==> config.mk <==
export PLATFORM = sky130hd
export DESIGN_NAME = lpp_sensor_record_parser_core
export DESIGN_NICKNAME = d
export VERILOG_FILES = /design/src/lpp_pkg.sv /design/src/lpp_parser.sv /design/src/lpp_sensor_record_parser_core.sv
export SDC_FILE = /design/constraint.sdc
export NUM_CORES = 1
export LEC_CHECK = 0
export BUFFER_PORTS_ARGS = -buffer_cell sky130_fd_sc_hd__buf_2
export CELL_PAD_IN_SITES_DETAIL_PLACEMENT = 2
export CELL_PAD_IN_SITES_GLOBAL_PLACEMENT = 2
export CORE_UTILIZATION = 26
export DETAILED_ROUTE_END_ITERATION = 10
export GPL_ROUTABILITY_DRIVEN = 1
export PLACE_DENSITY_LB_ADDON = 0.1
export SYNTH_ARGS = -nofsm -noshare
export SYNTH_HDL_FRONTEND = slang
export SYNTH_SLANG_ARGS = --single-unit
==> constraint.sdc <==
create_clock -name aclk -period 11.02 [get_ports aclk]
set_input_delay 2.204 -clock aclk [delete_from_list [all_inputs] [get_ports aclk]]
set_output_delay 2.204 -clock aclk [all_outputs]
set_load 0.02 [all_outputs]
==> src/lpp_pkg.sv <==
package lpp_pkg;

    // Dense kind codes reported on the result channel
    localparam logic [3:0] KIND_DIG_IN   = 4'd0;
    localparam logic [3:0] KIND_DIG_OUT  = 4'd1;
    localparam logic [3:0] KIND_AN_IN    = 4'd2;
    localparam logic [3:0] KIND_AN_OUT   = 4'd3;
    localparam logic [3:0] KIND_LUX      = 4'd4;
    localparam logic [3:0] KIND_PRESENCE = 4'd5;
    localparam logic [3:0] KIND_TEMP     = 4'd6;
    localparam logic [3:0] KIND_HUMIDITY = 4'd7;
    localparam logic [3:0] KIND_ACCEL    = 4'd8;
    localparam logic [3:0] KIND_BARO     = 4'd9;
    localparam logic [3:0] KIND_GYRO     = 4'd10;
    localparam logic [3:0] KIND_GPS      = 4'd11;

    // Type bytes on the wire
    localparam logic [7:0] TYPE_DIG_IN   = 8'd0;
    localparam logic [7:0] TYPE_DIG_OUT  = 8'd1;
    localparam logic [7:0] TYPE_AN_IN    = 8'd2;
    localparam logic [7:0] TYPE_AN_OUT   = 8'd3;
    localparam logic [7:0] TYPE_LUX      = 8'd101;
    localparam logic [7:0] TYPE_PRESENCE = 8'd102;
    localparam logic [7:0] TYPE_TEMP     = 8'd103;
    localparam logic [7:0] TYPE_HUMIDITY = 8'd104;
    localparam logic [7:0] TYPE_ACCEL    = 8'd113;
    localparam logic [7:0] TYPE_BARO     = 8'd115;
    localparam logic [7:0] TYPE_GYRO     = 8'd134;
    localparam logic [7:0] TYPE_GPS      = 8'd136;

    localparam int VALUE_W = 24;

    typedef enum logic [2:0] {
        PH_CHANNEL = 3'b001,
        PH_TYPE    = 3'b010,
        PH_DATA    = 3'b100
    } phase_t;

    typedef struct packed {
        logic                       record_valid;
        logic [7:0]                 channel;
        logic [3:0]                 kind;
        logic signed [VALUE_W-1:0]  value_a;
        logic signed [VALUE_W-1:0]  value_b;
        logic signed [VALUE_W-1:0]  value_c;
        logic                       frame_end;
        logic                       frame_ok;
    } result_t;

    typedef struct packed {
        logic       known;
        logic [3:0] kind;
    } kind_lookup_t;

    function automatic kind_lookup_t type_to_kind(input logic [7:0] type_byte);
        kind_lookup_t r;
        r.known = 1'b1;
        case (type_byte)
            TYPE_DIG_IN:   r.kind = KIND_DIG_IN;
            TYPE_DIG_OUT:  r.kind = KIND_DIG_OUT;
            TYPE_AN_IN:    r.kind = KIND_AN_IN;
            TYPE_AN_OUT:   r.kind = KIND_AN_OUT;
            TYPE_LUX:      r.kind = KIND_LUX;
            TYPE_PRESENCE: r.kind = KIND_PRESENCE;
            TYPE_TEMP:     r.kind = KIND_TEMP;
            TYPE_HUMIDITY: r.kind = KIND_HUMIDITY;
            TYPE_ACCEL:    r.kind = KIND_ACCEL;
            TYPE_BARO:     r.kind = KIND_BARO;
            TYPE_GYRO:     r.kind = KIND_GYRO;
            TYPE_GPS:      r.kind = KIND_GPS;
            default: begin
                r.known = 1'b0;
                r.kind  = KIND_DIG_IN;
            end
        endcase
        return r;
    endfunction

    // Data bytes per record
    function automatic logic [3:0] kind_len(input logic [3:0] kind);
        case (kind)
            KIND_DIG_IN, KIND_DIG_OUT, KIND_PRESENCE, KIND_HUMIDITY: kind_len = 4'd1;
            KIND_ACCEL, KIND_GYRO:                                   kind_len = 4'd6;
            KIND_GPS:                                                kind_len = 4'd9;
            default:                                                 kind_len = 4'd2;
        endcase
    endfunction

    // Bytes per value
    function automatic logic [1:0] kind_esz(input logic [3:0] kind);
        case (kind)
            KIND_DIG_IN, KIND_DIG_OUT, KIND_PRESENCE, KIND_HUMIDITY: kind_esz = 2'd1;
            KIND_GPS:                                                kind_esz = 2'd3;
            default:                                                 kind_esz = 2'd2;
        endcase
    endfunction

    function automatic logic kind_signed(input logic [3:0] kind);
        case (kind)
            KIND_AN_IN, KIND_AN_OUT, KIND_TEMP, KIND_ACCEL, KIND_GYRO, KIND_GPS:
                kind_signed = 1'b1;
            default:
                kind_signed = 1'b0;
        endcase
    endfunction

    // Which value a data byte belongs to, clamped to the third
    function automatic logic [1:0] elem_index(input logic [3:0] count, input logic [1:0] esz);
        logic [1:0] e;
        case (esz)
            2'd2: e = (count >= 4'd4) ? 2'd2 : count[2:1];
            2'd3: e = (count >= 4'd6) ? 2'd2 : ((count >= 4'd3) ? 2'd1 : 2'd0);
            default: e = (count >= 4'd2) ? 2'd2 : count[1:0];
        endcase
        return e;
    endfunction

    function automatic logic [VALUE_W-1:0] finish_value(input logic [VALUE_W-1:0] v,
                                                        input logic [1:0] esz,
                                                        input logic sgn);
        logic [VALUE_W-1:0] r;
        case (esz)
            2'd1: r = {16'd0, v[7:0]};
            2'd2: r = {{8{sgn & v[15]}}, v[15:0]};
            default: r = v;
        endcase
        return r;
    endfunction

endpackage

==> src/lpp_parser.sv <==
module lpp_parser #(
    parameter int MAX_PAYLOAD_BYTES = 64
) (
    input  logic                aclk,
    input  logic                aresetn,
    input  logic                byte_en,
    input  logic [7:0]          data_byte,
    input  logic                last_byte,
    output logic                res_gen,
    output lpp_pkg::result_t    res
);

    localparam int CNT_W = $clog2(MAX_PAYLOAD_BYTES + 1);

    lpp_pkg::phase_t                     phase_reg, phase_next;
    logic [7:0]                          channel_reg, channel_next;
    logic [3:0]                          kind_reg, kind_next;
    logic [3:0]                          pcount_reg, pcount_next;
    logic [lpp_pkg::VALUE_W-1:0]         shift_reg [3];
    logic [lpp_pkg::VALUE_W-1:0]         shift_next [3];
    logic [CNT_W-1:0]                    fcount_reg, fcount_next;
    logic                                good_reg, good_next;

    lpp_pkg::kind_lookup_t               lookup;
    logic [1:0]                          esz;
    logic [1:0]                          elem;
    logic                                sgn;
    logic                                rec;
    logic [lpp_pkg::VALUE_W-1:0]         va, vb, vc;

    assign lookup = lpp_pkg::type_to_kind(data_byte);
    assign esz    = lpp_pkg::kind_esz(kind_reg);
    assign sgn    = lpp_pkg::kind_signed(kind_reg);
    assign elem   = lpp_pkg::elem_index(pcount_reg, esz);

    always_comb begin
        phase_next   = phase_reg;
        channel_next = channel_reg;
        kind_next    = kind_reg;
        pcount_next  = pcount_reg;
        fcount_next  = fcount_reg;
        good_next    = good_reg;
        for (int i = 0; i < 3; i++) begin
            shift_next[i] = shift_reg[i];
        end
        rec = 1'b0;

        // drop bytes beyond capacity without parsing
        if (fcount_reg < CNT_W'(MAX_PAYLOAD_BYTES)) begin
            fcount_next = fcount_reg + CNT_W'(1);
            case (phase_reg)
                lpp_pkg::PH_CHANNEL: begin
                    channel_next = data_byte;
                    phase_next   = lpp_pkg::PH_TYPE;
                end
                lpp_pkg::PH_TYPE: begin
                    if (!lookup.known) begin
                        good_next  = 1'b0;
                        phase_next = lpp_pkg::PH_CHANNEL;
                    end else begin
                        kind_next   = lookup.kind;
                        pcount_next = 4'd0;
                        for (int i = 0; i < 3; i++) begin
                            shift_next[i] = '0;
                        end
                        phase_next = lpp_pkg::PH_DATA;
                    end
                end
                lpp_pkg::PH_DATA: begin
                    shift_next[elem] = {shift_reg[elem][15:0], data_byte};
                    pcount_next      = pcount_reg + 4'd1;
                    if (pcount_next >= lpp_pkg::kind_len(kind_reg)) begin
                        rec         = 1'b1;
                        pcount_next = 4'd0;
                        phase_next  = lpp_pkg::PH_CHANNEL;
                    end
                end
                default: begin
                    phase_next = lpp_pkg::PH_CHANNEL;
                end
            endcase
        end

        va = lpp_pkg::finish_value(shift_next[0], esz, sgn);
        vb = lpp_pkg::finish_value(shift_next[1], esz, sgn);
        vc = lpp_pkg::finish_value(shift_next[2], esz, sgn);
        if (lpp_pkg::kind_len(kind_reg) == {2'd0, esz}) begin
            vb = '0;
            vc = '0;
        end

        res_gen          = byte_en && (rec || last_byte);
        res.record_valid = rec;
        res.channel      = rec ? channel_reg : 8'd0;
        res.kind         = rec ? kind_reg : 4'd0;
        res.value_a      = rec ? va : '0;
        res.value_b      = rec ? vb : '0;
        res.value_c      = rec ? vc : '0;
        res.frame_end    = last_byte;
        res.frame_ok     = last_byte && good_next && (phase_next == lpp_pkg::PH_CHANNEL)
                           && (fcount_next >= CNT_W'(2));
    end

    always_ff @(posedge aclk) begin
        if (!aresetn || (byte_en && last_byte)) begin
            phase_reg   <= lpp_pkg::PH_CHANNEL;
            channel_reg <= 8'd0;
            kind_reg    <= 4'd0;
            pcount_reg  <= 4'd0;
            fcount_reg  <= '0;
            good_reg    <= 1'b1;
            for (int i = 0; i < 3; i++) begin
                shift_reg[i] <= '0;
            end
        end else if (byte_en) begin
            phase_reg   <= phase_next;
            channel_reg <= channel_next;
            kind_reg    <= kind_next;
            pcount_reg  <= pcount_next;
            fcount_reg  <= fcount_next;
            good_reg    <= good_next;
            for (int i = 0; i < 3; i++) begin
                shift_reg[i] <= shift_next[i];
            end
        end
    end

endmodule

==> src/lpp_sensor_record_parser_core.sv <==
// A result enters the output register as its byte is taken, or the skid register on a stall.
// Throughput: one byte per cycle while s_tready is high; parse state updates once per byte.
// A two-entry output (result register plus skid register) keeps s_tready registered,
// so a stall on m_tready stops input only once the skid entry fills.
// Reset (aresetn low, synchronous) returns the parser to the channel byte, clears the
// frame byte count, sets the frame good flag and empties both output entries.
module lpp_sensor_record_parser_core #(
    parameter int MAX_PAYLOAD_BYTES = 64
) (
    input  logic        aclk,
    input  logic        aresetn,
    input  logic        s_tvalid,
    output logic        s_tready,
    input  logic [7:0]  s_tdata,   // [7:0] data_byte
    input  logic        s_tlast,   // last_byte
    output logic        m_tvalid,
    input  logic        m_tready,
    output logic [79:0] m_tdata,   // [7:0] channel, [31:8] value_a, [55:32] value_b,
                                   // [79:56] value_c
    output logic [5:0]  m_tuser,   // [0] record_valid, [4:1] kind, [5] frame_ok
    output logic        m_tlast    // frame_end
);

    logic             byte_en;
    logic             res_gen;
    lpp_pkg::result_t res;

    logic             out_valid_reg;
    lpp_pkg::result_t out_reg;
    logic             skid_valid_reg;
    lpp_pkg::result_t skid_reg;
    logic             pop;

    assign s_tready = !skid_valid_reg;
    assign byte_en  = s_tvalid && s_tready;

    lpp_parser #(
        .MAX_PAYLOAD_BYTES(MAX_PAYLOAD_BYTES)
    ) u_parser (
        .aclk      (aclk),
        .aresetn   (aresetn),
        .byte_en   (byte_en),
        .data_byte (s_tdata),
        .last_byte (s_tlast),
        .res_gen   (res_gen),
        .res       (res)
    );

    // output register can take a new word
    assign pop = !out_valid_reg || m_tready;

    always_ff @(posedge aclk) begin
        if (!aresetn) begin
            out_valid_reg  <= 1'b0;
            skid_valid_reg <= 1'b0;
        end else if (pop) begin
            if (skid_valid_reg) begin
                out_valid_reg  <= 1'b1;
                skid_valid_reg <= 1'b0;
            end else begin
                out_valid_reg <= res_gen;
            end
        end else if (res_gen) begin
            skid_valid_reg <= 1'b1;
        end
    end

    always_ff @(posedge aclk) begin
        if (pop) begin
            out_reg <= skid_valid_reg ? skid_reg : res;
        end
        // hold the skid word until the output frees up
        if (!pop && res_gen) begin
            skid_reg <= res;
        end
    end

    assign m_tvalid = out_valid_reg;
    assign m_tdata  = {out_reg.value_c, out_reg.value_b, out_reg.value_a, out_reg.channel};
    assign m_tuser  = {out_reg.frame_ok, out_reg.kind, out_reg.record_valid};
    assign m_tlast  = out_reg.frame_end;

    a_skid_behind_out: assert property (@(posedge aclk) disable iff (!aresetn)
        skid_valid_reg |-> out_valid_reg)
        else $error("skid entry holds a word while the output register is empty");

    a_result_has_cause: assert property (@(posedge aclk) disable iff (!aresetn)
        m_tvalid |-> (m_tuser[0] || m_tlast))
        else $error("result word is neither a record nor a frame end");

    a_ok_only_at_end: assert property (@(posedge aclk) disable iff (!aresetn)
        (m_tvalid && m_tuser[5]) |-> m_tlast)
        else $error("frame_ok set outside frame end");

    a_empty_record_zero: assert property (@(posedge aclk) disable iff (!aresetn)
        (m_tvalid && !m_tuser[0]) |-> (m_tdata == 80'd0 && m_tuser[4:1] == 4'd0))
        else $error("payload not zero on a word without a record");

    a_kind_range: assert property (@(posedge aclk) disable iff (!aresetn)
        (m_tvalid && m_tuser[0]) |-> (m_tuser[4:1] <= lpp_pkg::KIND_GPS))
        else $error("record kind out of range");

endmodule
==> impl_metrics.env <==
export IMPL_detailedRoute_firstPassIterationCount=4
export IMPL_synth_distinct_cells=67
export IMPL_mappedNetlistNets=1003
export IMPL_dp_hpwl_um=21700
export IMPL_mappedNetlistArea_um2=11800
export IMPL_drv_cap=0
export IMPL_ir_drop_mv=0.0928
export IMPL_synthArstFlopShare=0
export IMPL_design_power_total_mw=2.40
export IMPL_routed_wl_um=35200
export IMPL_post_cts_resize_count=0
export IMPL_clock_skew_ns=0.0189
export IMPL_yosys_warnings=0
export IMPL_report_final_hold_viol_count=0
export IMPL_clock_path_buffers=3
export IMPL_sequential_share_of_power=0.494
export IMPL_fin_tns_setup_ns=0
export IMPL_initial_core_utilization=0.265
export IMPL_top_level_ports=102
export IMPL_achievable_frequency_mhz=191
export IMPL_cts_root_buf="clkbuf_16"
export IMPL_globalRouteTotalUtil=0.154
export IMPL_grt_pass1_vias=8591
export IMPL_leakage_nw=5.27
export IMPL_cts_tree="yes"
export IMPL_status="completed"
export IMPL_crit_path_end_kind="flip-flop"
export IMPL_rrSetupSlack_ns=5.78
export IMPL_cp_slowest_cell="a2111oi_1"
export IMPL_yosysSeqAreaShare=0.673
export IMPL_rows=77
export IMPL_cts_hold_buffers_added=0
export IMPL_portBuffers=101
export IMPL_final_cycle_utilization_of_the_critical_path=0.475
export IMPL_critical_path_max_stage_delay_ns=0.66
export IMPL_power_density_nw_per_um2=171
export IMPL_cts_sinks=275
export IMPL_viasPerCell=4.86
export IMPL_final_antenna_net_count=0
export IMPL_final_cell_mix="edfxtp_1, nor2_1, nand2_1"
export IMPL_synth_ff_type="edfxtp_1"
export IMPL_hold_path_startpoint="u_parser.good_reg$_SDFFE_PP1P_"
export IMPL_worstSkewPairLatency_ns=0.55
export IMPL_whs_path_depth=1
export IMPL_drt_first_iter_violations=401
export IMPL_cts_htree_levels=2
export IMPL_synthToLayoutAreaGrowth_pct=18.6
export IMPL_tritoncts_num_buffers=35
export IMPL_cts_reportedPaths_clkPinSlew_ns=0.06
export IMPL_pwr_share_clk=0.462
export IMPL_non_filler_instance_count_after_layout=1686
export IMPL_congestion_overflow_gr=0
export IMPL_critPathArrivalTime_ns=5.51
export IMPL_antenna_diode_count=0
export IMPL_cp_start_kind="flip-flop"
export IMPL_post_synth_inst_count=984
export IMPL_ff2ff_path_depth=14
export IMPL_switching_share=0.231
export IMPL_vias=8193
export IMPL_critPathBufInv=5
export IMPL_ff_latch_count_synth=275
export IMPL_worst_slew_pin_transition_ns=1.14
export IMPL_report_final_slew_viol_count=0
export IMPL_dieArea_um2=46400
export IMPL_power_net_switching_uw=553
export IMPL_post_cts_repair_setup_buffers=0
export IMPL_worst_path_most_repeated_cell="inv_2"
export IMPL_cpLargestDelayFamily="simple AND/OR/NAND/NOR gates"
export IMPL_synthesis_area_per_instance_um2=12.0
export IMPL_slew_headroom=0.236
export IMPL_crit_reg2reg_launch="u_parser.kind_reg[3]$_SDFFE_PP0P_"
export IMPL_mostFrequentLayoutCell="edfxtp_1"
export IMPL_antenna_found_initial=0
export IMPL_crit_chain="inv_2, nor3_2, inv_2, nand2_1, ha_1, nand2b_1, a2111oi_1, or3_1, inv_2, o21ai_2, buf_4, nand2b_1, buf_4, o21ai_0"
export IMPL_placedCellCount=1625
export IMPL_timing_setup_critical_path_class="flip-flop to flip-flop"
export IMPL_routed_wire_length_per_instance_um=20.9
export IMPL_worstPathMaxFanout=33
export IMPL_hold_path_endpoint="u_parser.good_reg$_SDFFE_PP1P_"
export IMPL_fin_nets=1089
export IMPL_grt_max_degree=79
export IMPL_grt_pass1_wl_um=54400
export IMPL_timing_critical_path_depth=14
export IMPL_min_period_ns=5.24
export IMPL_die_height_um=215
export IMPL_largest_register_ffs=87
export IMPL_synth_enable_flop_cells=246
export IMPL_place_gp_congestion=0.717
export IMPL_fraction_of_final_layout_cells_with_drive_strength_greater_than_1=0.182
export IMPL_fillerInstances=4770
export IMPL_worst_hold_check_path_type="flip-flop to flip-flop"
export IMPL_timing_hold_ws_ns=0.455
export IMPL_power_frac_comb=0.044
export IMPL_worstPathRequired_ns=11.29
export IMPL_die_width_um=215
export IMPL_coreArea_um2=44600
export IMPL_rsz0062_at_grt="no"
export IMPL_remaining_drc_errors=0
export IMPL_finalSetupViolations=0
export IMPL_reg2reg_to="m_tdata[68]$_DFFE_PP_"
export IMPL_intPower_mw=1.84
-- layout make-up --
class | count | area, um2 | share of cell area
Timing Repair Buffer | 112 | 588 | 0.0419
Sequential cell | 275 | 7970 | 0.567
Clock inverter | 18 | 150 | 0.0107
Tap cell | 592 | 741 | 0.0527
Multi-Input combinational cell | 634 | 3610 | 0.257
Inverter | 12 | 45.0 | 0.00321
Clock buffer | 43 | 937 | 0.0667
-- per-layer routing --
layer,vias to the layer above,part of all wire,global-route usage
met2,138,0.46,0.242
met5,-,0,0
met3,48,0.038,0.0271
met1,4171,0.48,0.213
li1,3836,-,-
met4,0,0.025,0.0553
-- worst max-delay path by stage --
| stage | end | start | slack [ns] |
|---|---|---|---|
| finish | m_tdata[68]$_DFFE_PP_ | u_parser.kind_reg[3]$_SDFFE_PP0P_ | 5.78 |
| global route | m_tdata[68]$_DFFE_PP_ | u_parser.kind_reg[3]$_SDFFE_PP0P_ | 5.36 |
| CTS | m_tdata[68]$_DFFE_PP_ | u_parser.kind_reg[3]$_SDFFE_PP0P_ | 5.70 |
| detailed placement | m_tdata[31]$_DFFE_PP_ | s_tdata[3] | 5.33 |
| global placement | m_tdata[26]$_DFFE_PP_ | s_tdata[3] | 5.36 |
| floorplan | skid_reg[0]$_DFFE_PP_ | m_tready | 0.06 |
-- worst register-to-register path: stages, from the launching register on --
cell	delay [ns]
dfxtp_1	0.40
inv_2	0.09
nor3_2	0.66
inv_2	0.48
nand2_1	0.19
ha_1	0.23
nand2b_1	0.15
a2111oi_1	0.66
or3_1	0.54
inv_2	0.29
o21ai_2	0.12
buf_4	0.41
nand2b_1	0.19
buf_4	0.37
o21ai_0	0.19
-- Yosys cell counts, drive strengths merged, types with 13 or more instances --
cell,instances,share of area
edfxtp,246,0.62
nor2,171,0.055
nand2,118,0.037
a22oi,78,0.051
o21ai,60,0.025
clkbuf,44,0.014
a21oi,30,0.013
dfxtp,29,0.049
buf,19,0.0086
o31ai,19,0.012
a221oi,17,0.013
nand3,15,0.0063
nor3,13,0.0059
-- cell families after synthesis --
| group | count (synthesis) | synth area share |
|---|---|---|
| and+or+nand+nor | 363 | 0.132 |
| DFF | 275 | 0.673 |
| AOI/OAI and AO/OA | 237 | 0.138 |
| buffers and inverters | 75 | 0.0263 |
| muxes | 22 | 0.0199 |
| xor gates and xnor gates | 6 | 0.00444 |
| adders and majority gates | 6 | 0.00634 |
-- power groups by stage --
stage	clock, mW	sequential [mW]	combinational, mW
final	1.11	1.18	0.106
after global routing	1.18	1.19	0.117
after CTS	1.15	1.18	0.110
after detailed placement	0	1.21	0.110
after global placement	0	1.21	0.109
after floorplan	0	1.22	0.0509
-- through the flow --
stage | utilization | setup WS (ns) | cell area, um2
finish | 0.315 | 5.78 | 14000
floorplan | - | 0.0609 | 11800
global route | 0.315 | 5.36 | 14000
global placement | 0.291 | 5.36 | 13000
detailed placement | 0.291 | 5.33 | 13000
CTS | 0.315 | 5.70 | 14000
Note: power is estimated with default switching activity, not from simulation.
